File: src/ftcc_pkg.sv
package ftcc_pkg;

  // Geometry field widths, fixed by the register map
  localparam int unsigned TAG_BITS    = 64;
  localparam int unsigned DIM_BITS    = 4;
  localparam int unsigned BORDER_BITS = 3;
  localparam int unsigned RING_BITS   = BORDER_BITS + 1;
  // Widest edge is 15 + 2 * (7 + 7) = 43
  localparam int unsigned EDGE_BITS   = 6;
  localparam int unsigned AREA_BITS   = 2 * DIM_BITS;
  localparam int unsigned TAG_IDX_BITS = 6;

  // Configuration register indexes
  localparam int unsigned CFG_IDX_BITS = 2;
  localparam logic [CFG_IDX_BITS-1:0] REG_TAG_CODE     = 2'd0;
  localparam logic [CFG_IDX_BITS-1:0] REG_PAYLOAD_DIM  = 2'd1;
  localparam logic [CFG_IDX_BITS-1:0] REG_BLACK_BORDER = 2'd2;
  localparam logic [CFG_IDX_BITS-1:0] REG_WHITE_BORDER = 2'd3;

  // Reset values
  localparam logic [DIM_BITS-1:0]    PAYLOAD_DIM_RST  = 4'd6;
  localparam logic [BORDER_BITS-1:0] BLACK_BORDER_RST = 3'd1;
  localparam logic [BORDER_BITS-1:0] WHITE_BORDER_RST = 3'd1;

  // Result packing
  localparam int unsigned CODE_BITS    = 8;
  localparam int unsigned RESULT_BITS  = 1 + 1 + CODE_BITS + 1;
  localparam int unsigned OUT_TDATA_W  = ((RESULT_BITS + 7) / 8) * 8;

  // Window pixel weights in the low nibble
  localparam logic [3:0] WIN_TL = 4'h4;
  localparam logic [3:0] WIN_TR = 4'h8;
  localparam logic [3:0] WIN_BL = 4'h2;
  localparam logic [3:0] WIN_BR = 4'h1;

  // Corner kinds for the high nibble
  localparam logic [3:0] KIND_FLAT    = 4'h0;
  localparam logic [3:0] KIND_EDGE    = 4'h1;
  localparam logic [3:0] KIND_IN_BLK  = 4'h2;
  localparam logic [3:0] KIND_IN_WHT  = 4'h4;
  localparam logic [3:0] KIND_CHECKER = 4'h8;

  // Window kind indexed by the packed four pixels
  localparam logic [3:0] CORNER_KIND [16] = '{
    KIND_FLAT,   KIND_IN_BLK,  KIND_IN_BLK,  KIND_EDGE,
    KIND_IN_BLK, KIND_CHECKER, KIND_EDGE,    KIND_IN_WHT,
    KIND_IN_BLK, KIND_EDGE,    KIND_CHECKER, KIND_IN_WHT,
    KIND_EDGE,   KIND_IN_WHT,  KIND_IN_WHT,  KIND_FLAT
  };

  // Raster geometry derived from the registers
  typedef struct packed {
    logic [TAG_BITS-1:0]    tag_code;
    logic [DIM_BITS-1:0]    dim;
    logic [AREA_BITS-1:0]   area;
    logic [BORDER_BITS-1:0] white;
    logic [RING_BITS-1:0]   ring;
    logic [EDGE_BITS-1:0]   edge_len;
    logic [EDGE_BITS-1:0]   edge_white;
    logic [EDGE_BITS-1:0]   edge_ring;
  } geom_t;

endpackage

File: src/ftcc_pixel.sv
// One raster pixel lookup, 1 white, 0 black, 0 outside the raster
module ftcc_pixel #(
  parameter int unsigned CW = 8
) (
  input  ftcc_pkg::geom_t  geom,
  input  logic [CW-1:0]    px,
  input  logic [CW-1:0]    py,
  output logic             value
);
  import ftcc_pkg::*;

  logic [CW-1:0]           edge_w, white_w, ring_w, edge_white_w, edge_ring_w;
  logic                    outside, in_white, in_black;
  logic [DIM_BITS-1:0]     dx, dy;
  logic [AREA_BITS-1:0]    cell_no, idx;
  logic [CW-1:0]           ox, oy;

  assign edge_w       = CW'(geom.edge_len);
  assign white_w      = CW'(geom.white);
  assign ring_w       = CW'(geom.ring);
  assign edge_white_w = CW'(geom.edge_white);
  assign edge_ring_w  = CW'(geom.edge_ring);

  // Ring classification
  assign outside  = (px >= edge_w) || (py >= edge_w);
  assign in_white = (py < white_w) || (py >= edge_white_w) ||
                    (px < white_w) || (px >= edge_white_w);
  assign in_black = (py < ring_w) || (py >= edge_ring_w) ||
                    (px < ring_w) || (px >= edge_ring_w);

  // Payload cell offset, below dim once inside the payload
  assign ox      = px - ring_w;
  assign oy      = py - ring_w;
  assign dx      = ox[DIM_BITS-1:0];
  assign dy      = oy[DIM_BITS-1:0];
  assign cell_no = AREA_BITS'(dx) + AREA_BITS'(geom.dim) * AREA_BITS'(dy);
  assign idx     = geom.area - cell_no - AREA_BITS'(1);

  always_comb begin
    if (outside) begin
      value = 1'b0;
    end else if (in_white) begin
      value = 1'b1;
    end else if (in_black) begin
      value = 1'b0;
    end else if (idx[AREA_BITS-1:TAG_IDX_BITS] != '0) begin
      // bit index beyond the code reads black
      value = 1'b0;
    end else begin
      value = geom.tag_code[idx[TAG_IDX_BITS-1:0]];
    end
  end

endmodule

File: src/fiducial_tag_corner_classifier_unit.sv
// Fiducial tag corner classifier. For each request (pos_x, pos_y) the block
// returns the tag raster pixel there and the corner code of the 2x2 window
// whose top-left pixel is (pos_x, pos_y). The raster is payload_dim +
// 2*(black_border + white_border) pixels wide: an outer white ring, a black
// ring, then the payload read row by row from tag_code, its highest used bit
// at the top-left cell. Coordinates off the raster give zero data with the
// valid flags cleared. One request is taken every clock while the result
// side is not stalled, with no stall of its own; a request enters an input
// register, the four pixel lookups and the corner table sit between that and
// the result register, so each result passes the input register and then
// the result register before m_tvalid rises. Configuration writes are taken
// at any time but must only be issued while no request is in flight.
module fiducial_tag_corner_classifier_unit #(
  parameter int unsigned COORD_BITS = 6
) (
  input  logic                                          clk,
  input  logic                                          rst,
  // s_tdata: pos_x, pos_y, zero pad
  input  logic                                          s_tvalid,
  output logic                                          s_tready,
  input  logic [((2*COORD_BITS+7)/8)*8-1:0]             s_tdata,
  // m_tdata: pixel_value, pixel_valid, corner_code[7:0], corner_valid, zero pad
  output logic                                          m_tvalid,
  input  logic                                          m_tready,
  output logic [ftcc_pkg::OUT_TDATA_W-1:0]              m_tdata,
  // configuration writes
  input  logic                                          cfg_valid,
  output logic                                          cfg_ready,
  input  logic [ftcc_pkg::CFG_IDX_BITS-1:0]             cfg_index,
  input  logic [ftcc_pkg::TAG_BITS-1:0]                 cfg_data
);
  import ftcc_pkg::*;

  // Room for coordinate plus one and for the edge length
  localparam int unsigned CW = COORD_BITS + 2;

  // Configuration registers
  logic [TAG_BITS-1:0]    tag_code;
  logic [DIM_BITS-1:0]    payload_dim;
  logic [BORDER_BITS-1:0] black_border;
  logic [BORDER_BITS-1:0] white_border;

  assign cfg_ready = 1'b1;

  always_ff @(posedge clk) begin
    if (rst) begin
      tag_code     <= '0;
      payload_dim  <= PAYLOAD_DIM_RST;
      black_border <= BLACK_BORDER_RST;
      white_border <= WHITE_BORDER_RST;
    end else if (cfg_valid) begin
      unique case (cfg_index)
        REG_TAG_CODE:     tag_code     <= cfg_data;
        REG_PAYLOAD_DIM:  payload_dim  <= cfg_data[DIM_BITS-1:0];
        REG_BLACK_BORDER: black_border <= cfg_data[BORDER_BITS-1:0];
        REG_WHITE_BORDER: white_border <= cfg_data[BORDER_BITS-1:0];
        default: ;
      endcase
    end
  end

  // Raster geometry
  geom_t geom;
  always_comb begin
    geom.tag_code   = tag_code;
    geom.dim        = payload_dim;
    geom.area       = AREA_BITS'(payload_dim) * AREA_BITS'(payload_dim);
    geom.white      = white_border;
    geom.ring       = RING_BITS'(black_border) + RING_BITS'(white_border);
    geom.edge_len   = EDGE_BITS'(payload_dim) + EDGE_BITS'({geom.ring, 1'b0});
    geom.edge_white = geom.edge_len - EDGE_BITS'(white_border);
    geom.edge_ring  = geom.edge_len - EDGE_BITS'(geom.ring);
  end

  // Pipeline control: both stages move when the result register frees up; an empty input register also takes a request
  logic in_valid;
  logic advance;
  assign advance  = !m_tvalid || m_tready;
  assign s_tready = !in_valid || advance;

  // Input register
  logic [COORD_BITS-1:0] in_x, in_y;

  always_ff @(posedge clk) begin
    if (rst) begin
      in_valid <= 1'b0;
    end else if (s_tready) begin
      in_valid <= s_tvalid;
    end
  end

  always_ff @(posedge clk) begin
    if (s_tready && s_tvalid) begin
      in_x <= s_tdata[COORD_BITS-1:0];
      in_y <= s_tdata[2*COORD_BITS-1:COORD_BITS];
    end
  end

  // Window coordinates
  logic [CW-1:0] x0, y0, x1, y1, edge_w;
  assign x0     = CW'(in_x);
  assign y0     = CW'(in_y);
  assign x1     = x0 + CW'(1);
  assign y1     = y0 + CW'(1);
  assign edge_w = CW'(geom.edge_len);

  logic p_tl, p_tr, p_bl, p_br;

  ftcc_pixel #(.CW(CW)) u_pix_tl (.geom(geom), .px(x0), .py(y0), .value(p_tl));
  ftcc_pixel #(.CW(CW)) u_pix_tr (.geom(geom), .px(x1), .py(y0), .value(p_tr));
  ftcc_pixel #(.CW(CW)) u_pix_bl (.geom(geom), .px(x0), .py(y1), .value(p_bl));
  ftcc_pixel #(.CW(CW)) u_pix_br (.geom(geom), .px(x1), .py(y1), .value(p_br));

  // Validity flags and corner code
  logic                 pix_valid, win_valid;
  logic [3:0]           win_bits;
  logic [CODE_BITS-1:0] code;

  assign pix_valid = (x0 < edge_w) && (y0 < edge_w);
  assign win_valid = (x1 < edge_w) && (y1 < edge_w);
  assign win_bits  = (p_tl ? WIN_TL : 4'h0) | (p_tr ? WIN_TR : 4'h0) |
                     (p_bl ? WIN_BL : 4'h0) | (p_br ? WIN_BR : 4'h0);
  assign code      = win_valid ? {CORNER_KIND[win_bits], win_bits} : '0;

  // Result register
  always_ff @(posedge clk) begin
    if (rst) begin
      m_tvalid <= 1'b0;
    end else if (advance) begin
      m_tvalid <= in_valid;
    end
  end

  always_ff @(posedge clk) begin
    if (advance && in_valid) begin
      m_tdata <= {{(OUT_TDATA_W-RESULT_BITS){1'b0}}, win_valid, code, pix_valid, p_tl};
    end
  end

endmodule

File: config.mk
export PLATFORM = sky130hd
export DESIGN_NAME = fiducial_tag_corner_classifier_unit
export DESIGN_NICKNAME = d
export VERILOG_FILES = /design/src/ftcc_pkg.sv /design/src/ftcc_pixel.sv /design/src/fiducial_tag_corner_classifier_unit.sv
export SDC_FILE = /design/constraint.sdc
export NUM_CORES = 1
export LEC_CHECK = 0
export BUFFER_PORTS_ARGS = -buffer_cell sky130_fd_sc_hd__buf_2
export CORE_UTILIZATION = 60
export CTS_BUF_LIST = sky130_fd_sc_hd__clkbuf_8
export CTS_CLUSTER_DIAMETER = 200
export CTS_CLUSTER_SIZE = 10
export DETAILED_ROUTE_END_ITERATION = 12
export PLACE_DENSITY_LB_ADDON = 0.12
export SYNTH_ARGS = -nofsm -noshare
export SYNTH_HDL_FRONTEND = slang
export SYNTH_SLANG_ARGS = --single-unit
File: constraint.sdc
create_clock -name clk -period 8.6 [get_ports clk]
set_input_delay 0.86 -clock clk [delete_from_list [all_inputs] [get_ports clk]]
set_output_delay 0.86 -clock clk [all_outputs]
set_load 0.01 [all_outputs]
==> impl_results.md <==
- Power share of the sequential group: 14.0%
- Die W: 138.7 um
- Clock Latency Late Sink: 0.42 ns
- Critical path's slowest cell: fa_1
- CTS root buf: clkbuf_8
- FF-to-FF End: m_tdata[7]
- Vias in the first global route: 8,845
- Worst-case vdd ir drop: 195.3 uV
- Total vias in the final route: 9,018
- Status: finished, violations left
- Fillers: 1,523
- Seq cells post-synth: 99
- Worst stage delay on the critical path: 0.65 ns
- Worst Path Max Fanout: 4
- RR Startpoint: black_border[0]
- RSZ-0062 raised after global routing: no
- Antenna Cells: 0
- Place WS: 0.9037 ns
- Clk pwr share: 8.8%
- Hold buffer count at cts: 0
- P_sw: 1.859 mW
- Ratio of cells with drive above 1 in the final layout: 15.46%
- Detailed Routing Iterations Pass 1: 9
- Nets: 1,559
- Fmax achieved: 129.1 MHz
- Grt ovf: 0
- Worst reg2reg path depth: 24
- Detail Route Antenna Nets: 0
- Critical path arrival: 7.93 ns
- Clock buffer depth: 2
- DRT iter0 DRCs: 404
- Antenna violations before repair: 0
- WP data required: 8.78 ns
- DRC: 3
- Cell Chain, Critical Path: ha_1 > fa_1 > inv_1 > ha_1 > a21oi_1 > a21oi_1 > xor2_1 > nand2_1 > fa_1 > inv_1 > fa_1 > fa_1 > inv_1 > fa_1 > ha_1 > xnor2_1 > mux4_2 > mux2_2 > o21ai_1 > nor4_1 > o311ai_1 > ha_1 > nor3b_1 > o2bb2ai_1
- Critical path class: register to register
- Most frequent cell after synthesis: ha_1
- Syn Area/Cell: 9.450 um^2
- CTS tree: done
- Critical path launch point type: register
- Synth area leaders: ha_1 19%, dfxtp_1 14%, mux4_2 12%
- Setup TNS: 0 ns
- Total die area: 19,250 um^2
- Worst slew pin tran: 1.256 ns
- Tmin final: 7.749 ns
- Cells after synthesis: 1,187
- Worst hold path class: register to register
- Netlist cell types: 65
- Setup violations, final: 0
- Comb pwr share: 77.2%
- Main flop type after synthesis: dfxtp_1
- Number of CTS-inserted buffers: 9
- First-pass GRT wire length: 45,160 um
- Switching Fraction: 50.08%
- Worst slew margin: 16.01%
- Synth top area share: 19.41%
- CTS Sinks: 99
- Fin Hold WS: 0.4984 ns
- Leak: 5.517 nW
- Synth cell count leaders: 174 x ha_1, 156 x nand2_1, 116 x a21oi_1, 91 x inv_1, 76 x dfxtp_1
- GRT Overall Usage: 29.78%
- Final Slew Violations: 0
- Tcrit/Tclk final: 90.10%
- Ys async rst share: 0%
- Min setup slack post-route: 0.8513 ns
- Starting Density: 61.81%
- Detailed Route WL: 27,420 um
- PortBufs: 95
- Max-Cap Viols: 0
- Clock Skew: 0.02491 ns
- Area growth syn-to-layout: 8.076%
- IO Pins: 106
- Hold Vio Cnt, Final: 0
- Violated checks: design-rule violations
- Crit. Startpoint: black_border[0]
- Ys Warns: 0
- Crit-path most repeated cell: fa_1
- Die H: 138.7 um
- Avg Vias per Cell: 6.000
- Clock slew at the register clock pins of the worst setup and hold paths: 0.12 ns
- Post CTS Setup Buffer Count: 0
- Std-Cell Rows: 49
- Post-synth EDFFs: 23
- P_int: 1.853 mW
- Post-synth top area cell: ha_1
- Sequential area share after synthesis: 19.72%
- CP endpoint: m_tdata[7]
- Drt wl/cell: 18.24 um
- Post-CTS sizing: 0
- R2R setup slack: 0.85 ns
- DPL Wire Length: 21,460 um
- PwrDens: 306.2 nW/um^2
- Crit end category: register
- Mapped Area: 11,220 um^2
- Core area: 18,150 um^2
- Largest net degree at the start of global routing: 77
- H-tree depth: 3
- GP Congestion: 0.9035
registers in the layout, summed over array words and instances (netlist names), 3 cells and up:
| register | cells |
|---|---|
| m_tdata | 11 |
| tag_code | 64 |
| black_border | 3 |
| in_x | 6 |
| in_y | 6 |
| payload_dim | 4 |
| white_border | 3 |
per-stage QoR:
stage / std cells / area [um^2] / utilization, % / power, mW
floorplan: 1199 / 11260 / - / 2.651
global placement: 1487 / 11910 / 65.62 / 3.301
detailed placement: 1487 / 11910 / 65.62 / 3.347
CTS: 1503 / 12120 / 66.80 / 3.692
global route: 1503 / 12120 / 66.80 / 4.037
finish: 1503 / 12120 / 66.80 / 3.712
per-layer routing:
layer  GRT usage, %  up-vias  part of all wire (%)
met3          3.626       62                   3.9
met5              0        -                     0
li1               -     4428                     -
met4          12.11        0                   3.4
met1          37.64     4321                    44
met2          51.88      207                    49
placed cells by master, fill, tap and decap left out, types with 21 or more instances in the layout:
cell type  count
edfxtp_1      23
ha_1         174
a21o_1        35
mux4_2        58
dfxtp_1       76
a21oi_1      116
inv_1         91
xnor2_1       48
nor2_1        47
and2_1        24
buf_2         95
mux2i_1       29
o21ai_0       30
xor2_1        21
fa_1          29
nand2_1      156
worst min-delay path by stage:
stage | startpoint | endpoint | cells after the start
2_1_floorplan | black_border[0] | black_border[0] | 1
3_5_place_dp | black_border[0] | black_border[0] | 1
3_3_place_gp | black_border[0] | black_border[0] | 1
6_report | black_border[0] | black_border[0] | 1
4_1_cts | black_border[0] | black_border[0] | 1
5_1_grt | black_border[0] | black_border[0] | 1
cell families after synthesis:
kind of cell             Yosys count  synth area share [%]
flip-flops                        99                 19.72
multiplexers                     104                 17.81
XOR/XNOR                          70                 5.588
other                              2               0.06695
AND/OR/NAND/NOR                  308                 12.60
adder cells (fa/ha/maj)          208                 25.03
AO/OA/AOI/OAI                    251                 13.84
buffers and inverters            145                 5.332
layout make-up:
class | instances | area, um^2 | area share [%]
Timing Repair Buffer | 113 | 610.6 | 5.037
Clock buffer | 9 | 123.9 | 1.022
Multi-Input combinational cell | 955 | 8457 | 69.76
Sequential cell | 99 | 2212 | 18.25
Tap cell | 229 | 286.5 | 2.364
Inverter | 91 | 341.6 | 2.818
Clock inverter | 7 | 91.34 | 0.7534
power by group through the flow:
stage / combinational, mW / clock [mW] / sequential (mW)
after floorplan: 2.13 / 0 / 0.523
after CTS: 2.84 / 0.332 / 0.520
final: 2.86 / 0.327 / 0.521
after global routing: 3.16 / 0.351 / 0.524
after detailed placement: 2.82 / 0 / 0.531
after global placement: 2.77 / 0 / 0.530
critical path, delay by kind of cell (launching register included):
| family | cells | cell delay (ns) |
|---|---|---|
| XOR/XNOR | 2 | 0.84 |
| buffers and inverters | 3 | 0.25 |
| AND/OR/NAND/NOR | 3 | 0.39 |
| AO/OA/AOI/OAI | 5 | 1.02 |
| flip-flops | 1 | 0.34 |
| multiplexers | 2 | 0.68 |
| adder cells (fa/ha/maj) | 9 | 4.02 |
Power figures use the tool's default switching activity.
